### src/sv/biquad_direct_form_one_filter_unit_macros.svh
// ----------------------------------------------------------------------------
// biquad filter assertion macros
// shared property forms for the biquad filter unit, clocked on clk, off in reset
// ----------------------------------------------------------------------------
`ifndef BIQUAD_DIRECT_FORM_ONE_FILTER_UNIT_MACROS_SVH
`define BIQUAD_DIRECT_FORM_ONE_FILTER_UNIT_MACROS_SVH

// same-cycle implication
`define BQD_ASSERT_SAME(label, ante, cons) \
    label: assert property (@(posedge clk) disable iff (!rst_n) (ante) |-> (cons)) \
        else $error("biquad unit: same-cycle check failed");

// next-cycle implication
`define BQD_ASSERT_NEXT(label, ante, cons) \
    label: assert property (@(posedge clk) disable iff (!rst_n) (ante) |=> (cons)) \
        else $error("biquad unit: next-cycle check failed");

`endif

### src/sv/bqd_pkg.sv
// ----------------------------------------------------------------------------
// biquad filter package
// sizes, register indexes and fixed constants of the direct form one biquad
// ----------------------------------------------------------------------------
`timescale 1ns / 1ps
`default_nettype none

package bqd_pkg;

    localparam int SAMPLE_BITS  = 24;
    localparam int COEF_BITS    = 32;
    localparam int COEF_FRAC    = COEF_BITS - 3;
    localparam int CFG_IDX_BITS = 3;

    // product, accumulator and rounded result widths
    localparam int PROD_BITS = SAMPLE_BITS + COEF_BITS;
    localparam int ACC_BITS  = SAMPLE_BITS + COEF_BITS + 3;
    localparam int RES_BITS  = ACC_BITS - COEF_FRAC;

    // priming divider widths
    localparam int MAG_BITS  = SAMPLE_BITS + COEF_BITS;
    localparam int DEN_BITS  = COEF_BITS + 2;
    localparam int DMAG_BITS = COEF_BITS + 1;
    localparam int QUO_BITS  = SAMPLE_BITS + 1;
    localparam int DCNT_BITS = $clog2(MAG_BITS);

    localparam int STEP_BITS = 3;

    typedef logic signed [SAMPLE_BITS-1:0] sample_t;
    typedef logic signed [COEF_BITS-1:0]   coef_t;
    typedef logic [CFG_IDX_BITS-1:0]       cfg_idx_t;

    localparam cfg_idx_t REG_FF_GAIN_0 = 3'd0;
    localparam cfg_idx_t REG_FF_GAIN_1 = 3'd1;
    localparam cfg_idx_t REG_FF_GAIN_2 = 3'd2;
    localparam cfg_idx_t REG_FB_GAIN_1 = 3'd3;
    localparam cfg_idx_t REG_FB_GAIN_2 = 3'd4;

    localparam coef_t COEF_ONE = coef_t'(COEF_BITS'(1) << COEF_FRAC);

    localparam logic signed [DEN_BITS-1:0] DEN_ONE = DEN_BITS'(1) << COEF_FRAC;
    localparam logic signed [ACC_BITS-1:0] ACC_ROUND = ACC_BITS'(1) << (COEF_FRAC - 1);

    localparam logic signed [RES_BITS-1:0] SAT_MAX =
        {{(RES_BITS - SAMPLE_BITS + 1){1'b0}}, {(SAMPLE_BITS - 1){1'b1}}};
    localparam logic signed [RES_BITS-1:0] SAT_MIN =
        {{(RES_BITS - SAMPLE_BITS + 1){1'b1}}, {(SAMPLE_BITS - 1){1'b0}}};

    localparam logic [QUO_BITS:0] LIM_NEG = (QUO_BITS + 1)'(1) << (SAMPLE_BITS - 1);
    localparam logic [QUO_BITS:0] LIM_POS = LIM_NEG - (QUO_BITS + 1)'(1);

    localparam logic [STEP_BITS-1:0] STEP_FILT_LAST  = 3'd5;
    localparam logic [STEP_BITS-1:0] STEP_PRIME_LAST = 3'd3;
    localparam logic [DCNT_BITS-1:0] DCNT_LAST       = DCNT_BITS'(MAG_BITS - 1);

endpackage

`default_nettype wire

### src/sv/biquad_direct_form_one_filter_unit.sv
// ----------------------------------------------------------------------------
// biquad direct form one filter unit
// second-order iir filter on one shared multiply-accumulate, with a bit-serial
// divider that primes the output history for a steady input level
// ----------------------------------------------------------------------------
//   channel   direction   handshake             payload
//   in        in          in_valid / in_ready   kind, sample
//   out       out         out_valid / out_ready filtered
//   cfg       in          cfg_write             cfg_index, cfg_data
//
// a filter transfer runs through the transfer cycle, five products through the
// one 32x24 multiplier, a step to drain the product register and one to round out.
// a prime transfer runs through the transfer cycle, three products, a step to
// drain them, one for the denominator, the 56-step restoring divider and one to
// write back; with a zero denominator it ends after the denominator step.
// reset loads b0 = 1.0, the other gains 0 and clears all histories.
// a finished sample waits in the output register; the unit holds in its
// finish step only when a second result is due before the first is taken.
// ----------------------------------------------------------------------------
`timescale 1ns / 1ps
`default_nettype none
`include "biquad_direct_form_one_filter_unit_macros.svh"

module biquad_direct_form_one_filter_unit (
    input  wire logic               clk,
    input  wire logic               rst_n,
    input  wire logic               in_valid,
    output logic                    in_ready,
    input  wire logic               kind,
    input  wire bqd_pkg::sample_t   sample,
    output logic                    out_valid,
    input  wire logic               out_ready,
    output bqd_pkg::sample_t        filtered,
    input  wire logic               cfg_write,
    input  wire bqd_pkg::cfg_idx_t  cfg_index,
    input  wire bqd_pkg::coef_t     cfg_data
);

    import bqd_pkg::*;

    localparam logic [2:0] S_IDLE = 3'd0;
    localparam logic [2:0] S_MAC  = 3'd1;
    localparam logic [2:0] S_FIN  = 3'd2;
    localparam logic [2:0] S_DEN  = 3'd3;
    localparam logic [2:0] S_DIV  = 3'd4;
    localparam logic [2:0] S_PFIN = 3'd5;

    // control registers
    logic [2:0]           state_reg, state_next;
    logic [STEP_BITS-1:0] step_reg, step_next;
    logic [DCNT_BITS-1:0] dcnt_reg, dcnt_next;
    logic                 out_valid_reg, out_valid_next;
    coef_t                ff_gain_0_reg, ff_gain_1_reg, ff_gain_2_reg;
    coef_t                fb_gain_1_reg, fb_gain_2_reg;
    sample_t              in_hist_1_reg, in_hist_1_next;
    sample_t              in_hist_2_reg, in_hist_2_next;
    sample_t              out_hist_1_reg, out_hist_1_next;
    sample_t              out_hist_2_reg, out_hist_2_next;

    // datapath registers
    logic                          kind_reg, kind_next;
    sample_t                       x_reg, x_next;
    logic signed [PROD_BITS-1:0]   prod_reg, prod_next;
    logic                          prod_sub_reg, prod_sub_next;
    logic signed [ACC_BITS-1:0]    acc_reg, acc_next;
    logic [DMAG_BITS-1:0]          dmag_reg, dmag_next;
    logic                          neg_reg, neg_next;
    logic [MAG_BITS-1:0]           dvd_reg, dvd_next;
    logic [DMAG_BITS-1:0]          rem_reg, rem_next;
    logic [QUO_BITS-1:0]           quo_reg, quo_next;
    logic                          ovf_reg, ovf_next;
    sample_t                       out_data_reg, out_data_next;

    // combinational helpers
    coef_t                         mul_coef;
    sample_t                       mul_op;
    logic signed [PROD_BITS-1:0]   mul_prod;
    logic [STEP_BITS-1:0]          step_last;
    logic signed [RES_BITS-1:0]    res;
    sample_t                       res_sat;
    logic signed [DEN_BITS-1:0]    den;
    logic signed [ACC_BITS-1:0]    acc_mag;
    logic [DMAG_BITS:0]            trial;
    logic                          fits;
    logic                          round_up;
    logic [QUO_BITS:0]             q_rnd;
    logic [QUO_BITS:0]             q_lim;
    logic [QUO_BITS:0]             q_sat;
    logic [QUO_BITS:0]             q_signed;
    logic                          out_free;

    assign in_ready  = (state_reg == S_IDLE);
    assign out_valid = out_valid_reg;
    assign filtered  = out_data_reg;

    // operand select for the shared multiplier
    always_comb
    begin
        unique case (step_reg)
            3'd0:
            begin
                mul_coef = ff_gain_0_reg;
                mul_op   = x_reg;
            end
            3'd1:
            begin
                mul_coef = ff_gain_1_reg;
                mul_op   = kind_reg ? x_reg : in_hist_1_reg;
            end
            3'd2:
            begin
                mul_coef = ff_gain_2_reg;
                mul_op   = kind_reg ? x_reg : in_hist_2_reg;
            end
            3'd3:
            begin
                mul_coef = fb_gain_1_reg;
                mul_op   = out_hist_1_reg;
            end
            default:
            begin
                mul_coef = fb_gain_2_reg;
                mul_op   = out_hist_2_reg;
            end
        endcase
    end

    assign mul_prod  = mul_coef * mul_op;
    assign step_last = kind_reg ? STEP_PRIME_LAST : STEP_FILT_LAST;

    // round is already in the accumulator, so only shift and clamp
    assign res = RES_BITS'(acc_reg >>> COEF_FRAC);

    always_comb
    begin
        priority if (res > SAT_MAX)
            res_sat = sample_t'(SAT_MAX);
        else if (res < SAT_MIN)
            res_sat = sample_t'(SAT_MIN);
        else
            res_sat = sample_t'(res);
    end

    assign den     = DEN_ONE + DEN_BITS'(fb_gain_1_reg) + DEN_BITS'(fb_gain_2_reg);
    assign acc_mag = acc_reg[ACC_BITS-1] ? -acc_reg : acc_reg;

    // one restoring division step
    assign trial = {rem_reg, dvd_reg[MAG_BITS-1]};
    assign fits  = (trial >= {1'b0, dmag_reg});

    // round half away from zero on the magnitude, then clamp
    assign round_up = ({rem_reg, 1'b0} >= {1'b0, dmag_reg});
    assign q_rnd    = {1'b0, quo_reg} + (QUO_BITS + 1)'(round_up);
    assign q_lim    = neg_reg ? LIM_NEG : LIM_POS;
    assign q_sat    = (ovf_reg || (q_rnd > q_lim)) ? q_lim : q_rnd;
    assign q_signed = neg_reg ? -q_sat : q_sat;

    assign out_free = !out_valid_reg || out_ready;

    always_comb
    begin
        state_next      = state_reg;
        step_next       = step_reg;
        dcnt_next       = dcnt_reg;
        out_valid_next  = out_valid_reg && !out_ready;
        in_hist_1_next  = in_hist_1_reg;
        in_hist_2_next  = in_hist_2_reg;
        out_hist_1_next = out_hist_1_reg;
        out_hist_2_next = out_hist_2_reg;
        kind_next       = kind_reg;
        x_next          = x_reg;
        prod_next       = prod_reg;
        prod_sub_next   = prod_sub_reg;
        acc_next        = acc_reg;
        dmag_next       = dmag_reg;
        neg_next        = neg_reg;
        dvd_next        = dvd_reg;
        rem_next        = rem_reg;
        quo_next        = quo_reg;
        ovf_next        = ovf_reg;
        out_data_next   = out_data_reg;

        unique case (state_reg)
            S_IDLE:
            begin
                if (in_valid)
                begin
                    kind_next  = kind;
                    x_next     = sample;
                    step_next  = '0;
                    acc_next   = kind ? '0 : ACC_ROUND;
                    state_next = S_MAC;
                end
            end
            S_MAC:
            begin
                if (step_reg != step_last)
                begin
                    prod_next     = mul_prod;
                    prod_sub_next = (step_reg == 3'd3) || (step_reg == 3'd4);
                end
                if (step_reg != '0)
                begin
                    if (prod_sub_reg)
                        acc_next = acc_reg - ACC_BITS'(prod_reg);
                    else
                        acc_next = acc_reg + ACC_BITS'(prod_reg);
                end
                if (step_reg == step_last)
                    state_next = kind_reg ? S_DEN : S_FIN;
                else
                    step_next = step_reg + 3'd1;
            end
            S_FIN:
            begin
                if (out_free)
                begin
                    out_valid_next  = 1'b1;
                    out_data_next   = res_sat;
                    in_hist_2_next  = in_hist_1_reg;
                    in_hist_1_next  = x_reg;
                    out_hist_2_next = out_hist_1_reg;
                    out_hist_1_next = res_sat;
                    state_next      = S_IDLE;
                end
            end
            S_DEN:
            begin
                in_hist_1_next = x_reg;
                in_hist_2_next = x_reg;
                if (den == '0)
                begin
                    out_hist_1_next = '0;
                    out_hist_2_next = '0;
                    state_next      = S_IDLE;
                end
                else
                begin
                    dmag_next  = DMAG_BITS'(den[DEN_BITS-1] ? -den : den);
                    neg_next   = acc_reg[ACC_BITS-1] ^ den[DEN_BITS-1];
                    dvd_next   = acc_mag[MAG_BITS-1:0];
                    rem_next   = '0;
                    quo_next   = '0;
                    ovf_next   = 1'b0;
                    dcnt_next  = DCNT_LAST;
                    state_next = S_DIV;
                end
            end
            S_DIV:
            begin
                rem_next = fits ? DMAG_BITS'(trial - {1'b0, dmag_reg})
                                : trial[DMAG_BITS-1:0];
                dvd_next = {dvd_reg[MAG_BITS-2:0], 1'b0};
                quo_next = {quo_reg[QUO_BITS-2:0], fits};
                ovf_next = ovf_reg | quo_reg[QUO_BITS-1];
                if (dcnt_reg == '0)
                    state_next = S_PFIN;
                else
                    dcnt_next = dcnt_reg - DCNT_BITS'(1);
            end
            S_PFIN:
            begin
                out_hist_1_next = sample_t'(q_signed);
                out_hist_2_next = sample_t'(q_signed);
                state_next      = S_IDLE;
            end
            default:
            begin
                state_next = S_IDLE;
            end
        endcase
    end

    always_ff @(posedge clk or negedge rst_n)
    begin
        if (!rst_n)
        begin
            state_reg      <= S_IDLE;
            step_reg       <= '0;
            dcnt_reg       <= '0;
            out_valid_reg  <= 1'b0;
            ff_gain_0_reg  <= COEF_ONE;
            ff_gain_1_reg  <= '0;
            ff_gain_2_reg  <= '0;
            fb_gain_1_reg  <= '0;
            fb_gain_2_reg  <= '0;
            in_hist_1_reg  <= '0;
            in_hist_2_reg  <= '0;
            out_hist_1_reg <= '0;
            out_hist_2_reg <= '0;
        end
        else
        begin
            state_reg      <= state_next;
            step_reg       <= step_next;
            dcnt_reg       <= dcnt_next;
            out_valid_reg  <= out_valid_next;
            in_hist_1_reg  <= in_hist_1_next;
            in_hist_2_reg  <= in_hist_2_next;
            out_hist_1_reg <= out_hist_1_next;
            out_hist_2_reg <= out_hist_2_next;
            if (cfg_write)
            begin
                unique case (cfg_index)
                    REG_FF_GAIN_0: ff_gain_0_reg <= cfg_data;
                    REG_FF_GAIN_1: ff_gain_1_reg <= cfg_data;
                    REG_FF_GAIN_2: ff_gain_2_reg <= cfg_data;
                    REG_FB_GAIN_1: fb_gain_1_reg <= cfg_data;
                    REG_FB_GAIN_2: fb_gain_2_reg <= cfg_data;
                    default: ;
                endcase
            end
        end
    end

    always_ff @(posedge clk)
    begin
        kind_reg     <= kind_next;
        x_reg        <= x_next;
        prod_reg     <= prod_next;
        prod_sub_reg <= prod_sub_next;
        acc_reg      <= acc_next;
        dmag_reg     <= dmag_next;
        neg_reg      <= neg_next;
        dvd_reg      <= dvd_next;
        rem_reg      <= rem_next;
        quo_reg      <= quo_next;
        ovf_reg      <= ovf_next;
        out_data_reg <= out_data_next;
    end

    // a result shows up only from the filter finish step
    `BQD_ASSERT_NEXT(a_no_stray_result, !out_valid_reg && (state_reg != S_FIN), !out_valid_reg)

    // the divider never runs on a zero divisor
    `BQD_ASSERT_SAME(a_div_nonzero, (state_reg == S_DIV) || (state_reg == S_PFIN), dmag_reg != '0)

    // every input transfer starts the product sequence from its first step
    `BQD_ASSERT_NEXT(a_start_mac, in_valid && in_ready, (state_reg == S_MAC) && (step_reg == '0))

endmodule

`default_nettype wire
### config.mk
export PLATFORM = sky130hd
export DESIGN_NAME = biquad_direct_form_one_filter_unit
export DESIGN_NICKNAME = d
export VERILOG_FILES = /design/src/sv/bqd_pkg.sv /design/src/sv/biquad_direct_form_one_filter_unit.sv
export VERILOG_INCLUDE_DIRS = /design/src /design/src/sv
export SDC_FILE = /design/constraint.sdc
export NUM_CORES = 2
export LEC_CHECK = 0
export ABC_AREA = 0
export BUFFER_PORTS_ARGS = -buffer_cell sky130_fd_sc_hd__buf_2
export CORE_MARGIN = 4
export CORE_UTILIZATION = 60
export DETAILED_ROUTE_END_ITERATION = 7
export PLACE_DENSITY = 0.85
export SLEW_MARGIN = 20
export SYNTH_ARGS = -nofsm -noshare
export SYNTH_HDL_FRONTEND = slang
export SYNTH_SLANG_ARGS = --single-unit
export TNS_END_PERCENT = 30
### constraint.sdc
create_clock -name clk -period 11 [get_ports clk]
set_input_delay 1.65 -clock clk [delete_from_list [all_inputs] [get_ports clk]]
set_output_delay 1.65 -clock clk [all_outputs]
set_load 0.05 [all_outputs]
# == Word level (Yosys, flattened, before mapping) ==
# Index checks and enable logic that the tools add are counted.
# totals
reg_bits,583
latch_bits,0
mem_bits_rw,0
romBits,0
input_bits,65
out_inout_bits,26
wordCells,151
mem_count,0
# op_classes
n_addsub,11
mul,1
div_mod_pow,0
magnitude_cmp,5
n_eq_ne,24
n_shift,0
muxes,50
bitwise_logic,3
n_reduce_logical,32
# op_table
operator,count
$mux 24,12
$mux 59,3
$pmux 24 s3,2
$pmux 32 s4,1
$pmux 59 s2,1
$mux 56,2
$pmux 56 s2,1
$mux 33,3
$pmux 24 s2,2
$pmux 24 s4,1
$ge 34x33->1,2
$pmux 33 s2,1
$add 59x56->59,1
$sub 59x56->59,1
$mul 32x24->56,1
$neg 56->56,1
$pmux 25 s2,1
$add 33x32->34,1
$logic_not 34->1,1
$add 31x32->33 const A,1
$neg 33->33,1
$sub 33x33->33,1
$gt 30x24->1 const B,1
$lt 30x24->1 const B,1
other kinds (33),83

# == Logic depth before layout (Yosys ltp) ==
# depth
word_depth,8
ltp_mapped,39
mapped_depth_nobuf,35

# == Least setup slack after synthesis ==
# No wires, ideal clock.
# synth_path
kind,register to register
from,register step_reg[1]
to,register prod_reg[55] (data pin)
setup_time_ps,260
t_arrival_ps,9314
required_time_ps,10740
path_slack_ps,1426
path_stages_with_launch,34
n_path_buf,4
period_less_slack_ps,9574
path_cell_list,dfrtp_1 > inv_1 > ha_1 > nor2b_1 > clkbuf_1 > or4_1 > clkbuf_1 > clkbuf_1 > a31oi_1 > clkbuf_1 > nand2_1 > fa_1 > inv_1 > fa_1 > inv_1 > fa_1 > inv_1 > fa_1 > fa_1 > fa_1 > inv_1 > fa_1 > inv_1 > ha_1 > a21oi_1 > nor2b_1 > o21ai_0 > nand2b_1 > a21o_1 > a21o_1 > o41ai_1 > o2111ai_1 > a21oi_1 > xnor2_1
# synth_between
elab_chain_len,3
elab_cells_between_ends,7
cone_classes,1 x mul; 3 x eq/ne; 2 x mux; 1 x reduce/logical
# synth_rtl
element,line_no,source
from (decl),biquad_direct_form_one_filter_unit.sv:50,"logic [STEP_BITS-1:0] step_reg, step_next;"
from (signal assigned),biquad_direct_form_one_filter_unit.sv:295,step_reg <= step_next;
"$eq 3x2->1, or another cell as far along",biquad_direct_form_one_filter_unit.sv:99,unique case (step_reg)
$pmux 32 s4 or $pmux 24 s4 (tied branches),biquad_direct_form_one_filter_unit.sv:99,
$mul 32x24->56 *,biquad_direct_form_one_filter_unit.sv:128,assign mul_prod = mul_coef * mul_op;
via mul_prod[55],biquad_direct_form_one_filter_unit.sv:77,logic signed [PROD_BITS-1:0] mul_prod;
to (signal assigned),biquad_direct_form_one_filter_unit.sv:320,prod_reg <= prod_next;
to (decl),biquad_direct_form_one_filter_unit.sv:63,"logic signed [PROD_BITS-1:0] prod_reg, prod_next;"
# The timed path passes the listed nets; every way through them passes the cells marked *.
# A chain may end at the register's enable or synchronous reset.

# == Final worst setup path ==
# layout_path
from,register step_reg[0]
to,register prod_reg[55] (data pin)
# Same word-level chain as after synthesis.

==> results.md <==
* Status: completed
* IO Pins at between 90 and 100
* I/O Buffers at 90
* Hold endpoint: ff_gain_2_reg[15]
* Slew HR at between 30% and 40%
* Critical path's most frequent cell: fa_1
* Final clock skew at 36.08 ps
* Root Buffer: clkbuf_16
* Critical path class: flip-flop to flip-flop
* Worst path required time at roughly 11,000 ps
* Die area at between 100,000 and 150,000 um2
* Nets@finish at around 8,000
* Crit end category: flip-flop
* R2R Path End: prod_reg[55]
* Hold Buf Count CTS at 0
* Post-synthesis mux area share at under 10%
* Met3 usage at between 8 and 9%
* Hold Path Class: flip-flop to flip-flop
* Multi-input gate area at 42,340 um2
* Tmin final at about 10,000 ps
* R2R setup slack at 680 ps
* Synth Instances at 6,726
* Hold depth at 1
* Synth Flop Type: edfxtp_1
* Die width at around 330 um
* Total GRT Usage at about a third
* Synth Area in Adders at 31.71%
* # rows at about 120
* Unique masters post-synth at 94
* Avg Vias per Cell at approximately 6.3
* Via count at between 50,000 and 60,000
* Worst-path clk slew at 60 ps
* GR peak layer: met2
* Starting Density at between 60% and 70%
* Critical-path top delay cell: a31oi_2
* CTS tree: done
* F_max at 0.09691 GHz
* Share of cells above drive strength 1 at 9.403%
* H-Tree Depth at 3
* Worst path max stage delay at 690 ps
* Max-cap violations at 0
* Drt pass-1 iters at 7
* Final HPWL DP at between 100,000 and 150,000 um
* Async S/R FF share, synth at between 40% and 50%
* Initial DRC count at 5,548
* Clk sink count at 583
* Final TNS setup at 0 ps
* Sequential share of the synthesized area at between 20% and 30%
* Reg area at 16,160 um2
* Seq cells post-synth at 583
* Fin crit share at between 90% and 100%
* Synth Area in Compound Gates at between 10% and 20%
* Crit path max fanout at 36
* Die Y at ~330 um
* Largest family of logic cells by synthesized area: adder cells
* Post-synth EDFFs at 314
* Synth Net Count at approximately 7,900
* Worst-Margin Slew at 1013 ps
* Worst reg2reg startpoint: step_reg[0]
* Final worst slack at 681.4 ps
* Max-slew violations at 0
* Post-synthesis cell area at about 63,000 um2
* ANT nets after route at 0
* Cts bufs inserted at 66
* Post-place setup slack at between 900 and 1000 ps
* Area Growth Syn to Fin at 6.922%
* Post-Syn Area per Cell at around 9.4 um2
* Largest net degree at the start of global routing at about 160
* Total gr overflow at 0
* Vias in the first global route at 52,914
* Fin. Hold Viols at 0
* Final WL at 185,800 um
* # setup viols final at 0
* Hold Crit Start: ff_gain_2_reg[15]
* Average wire per standard cell at between 20 and 25 um
* Yosys warns at 0
* Startpoint Class: flip-flop
* WP data arrival at between 10,000 and 15,000 ps
* Fill count at ~8,000
* First-pass GRT wire length at 293,500 um
* Simple-gate share of the synthesized area at ~14%
* Max reg flops at between 50 and 60
* Setup bufs post-CTS at 0
* DRC Markers at 0
* Clock latency on the worst-skew pair at between 600 and 700 ps
* Synth Area in XOR/XNOR at around 4.4%
* GPL Wtd Cong at roughly 0.99
* Initial antenna violation count at 12
* Post-CTS Resized at 0
* R2r worst-path depth at 28
* Grt met2 use at about 53%
* RSZ-0062 raised after global routing: false
* CTS max path bufs at 3
* CORE AREA at between 100,000 and 150,000 um2
* Met1 usage in global routing at 43.01%
## area by class of cell
| type | instances | share of cell area, % |
|---|---|---|
| inverters | 954 | 5.306 |
| clock buffers | 80 | 2.675 |
| well taps | 1380 | 2.558 |
| diodes | 11 | 0.04078 |
| repair buffers | 215 | 2.169 |
| flip-flops and latches | 583 | 23.95 |
| multi-input cells | 4862 | 62.74 |
| clock inverters | 38 | 0.5673 |
## Yosys cell counts (190+ instances only)
cell type	n	area [um2]
a21oi_1	241	1206
clkbuf_1	303	1137
dfrtp_1	268	6706
edfxtp_1	314	9429
fa_1	786	15740
ha_1	342	4279
inv_1	953	3577
mux2_2	204	2297
nand2_1	752	2823
nor2_1	681	2556
o21ai_0	232	1161
xnor2_1	190	1664
## worst max-delay path by stage
stage                    endpoint  cells past startpoint         from  slack, ps
3_3_place_gp         prod_reg[55]                     28  step_reg[2]       1160
4_1_cts              prod_reg[55]                     28  step_reg[2]        930
5_1_grt        out_hist_1_reg[18]                     29  rem_reg[27]        160
3_5_place_dp         prod_reg[55]                     28  step_reg[2]        970
2_1_floorplan        prod_reg[55]                     33  step_reg[1]       1430
6_report             prod_reg[55]                     28  step_reg[0]        680
## cell families after synthesis
family / after synthesis
AO/OA/AOI/OAI: 1158
XOR/XNOR: 315
adder cells (fa/ha/maj): 1128
buffers and inverters: 1281
flip-flops: 583
multiplexers: 233
AND/OR/NAND/NOR: 2028
## worst max-delay path: cells and delay by family, from the launching register on
family	cells	cell delay [ps]
xor gates and xnor gates	1	80
buffers and inverters	4	1040
and+or+nand+nor	4	640
adders and majority gates	9	4300
DFF	1	420
AOI/OAI and AO/OA	10	3530
## layout by cell type, fill, tap and decap left out, types with 39 or more instances in the layout
cell	count
a21oi_1	240
nand2_1	749
a21o_1	117
fa_1	786
nand4_1	51
nor2_1	676
or3_1	39
a31oi_1	93
dfrtp_1	268
ha_1	341
and3_1	42
xor2_1	125
clkbuf_16	67
o21a_1	49
inv_1	951
buf_2	89
o21ai_0	223
a22oi_1	67
nand3_1	101
mux2_2	204
edfxtp_1	314
buf_4	121
and2_1	89
a211oi_1	52
xnor2_1	190
nor3_1	92
## layer usage
layer	wire, um	part of all wire (%)
met1	67550	36
met2	83650	45
met3	21300	11
met4	13350	7.2
met5	0	0
## stage by stage
step	hold slack (ps)	cell area [um2]	util [%]	cells
floorplan	478.9	63120	-	6726
global placement	488.9	65220	62.75	7992
detailed placement	495.7	65280	62.80	7994
CTS	507.5	67460	64.91	8112
global route	518.9	67480	64.93	8120
finish	506.2	67490	64.93	8123
Power is not shown: default switching activity piles up to over one toggle a cycle in this logic, so the estimate is an artifact.
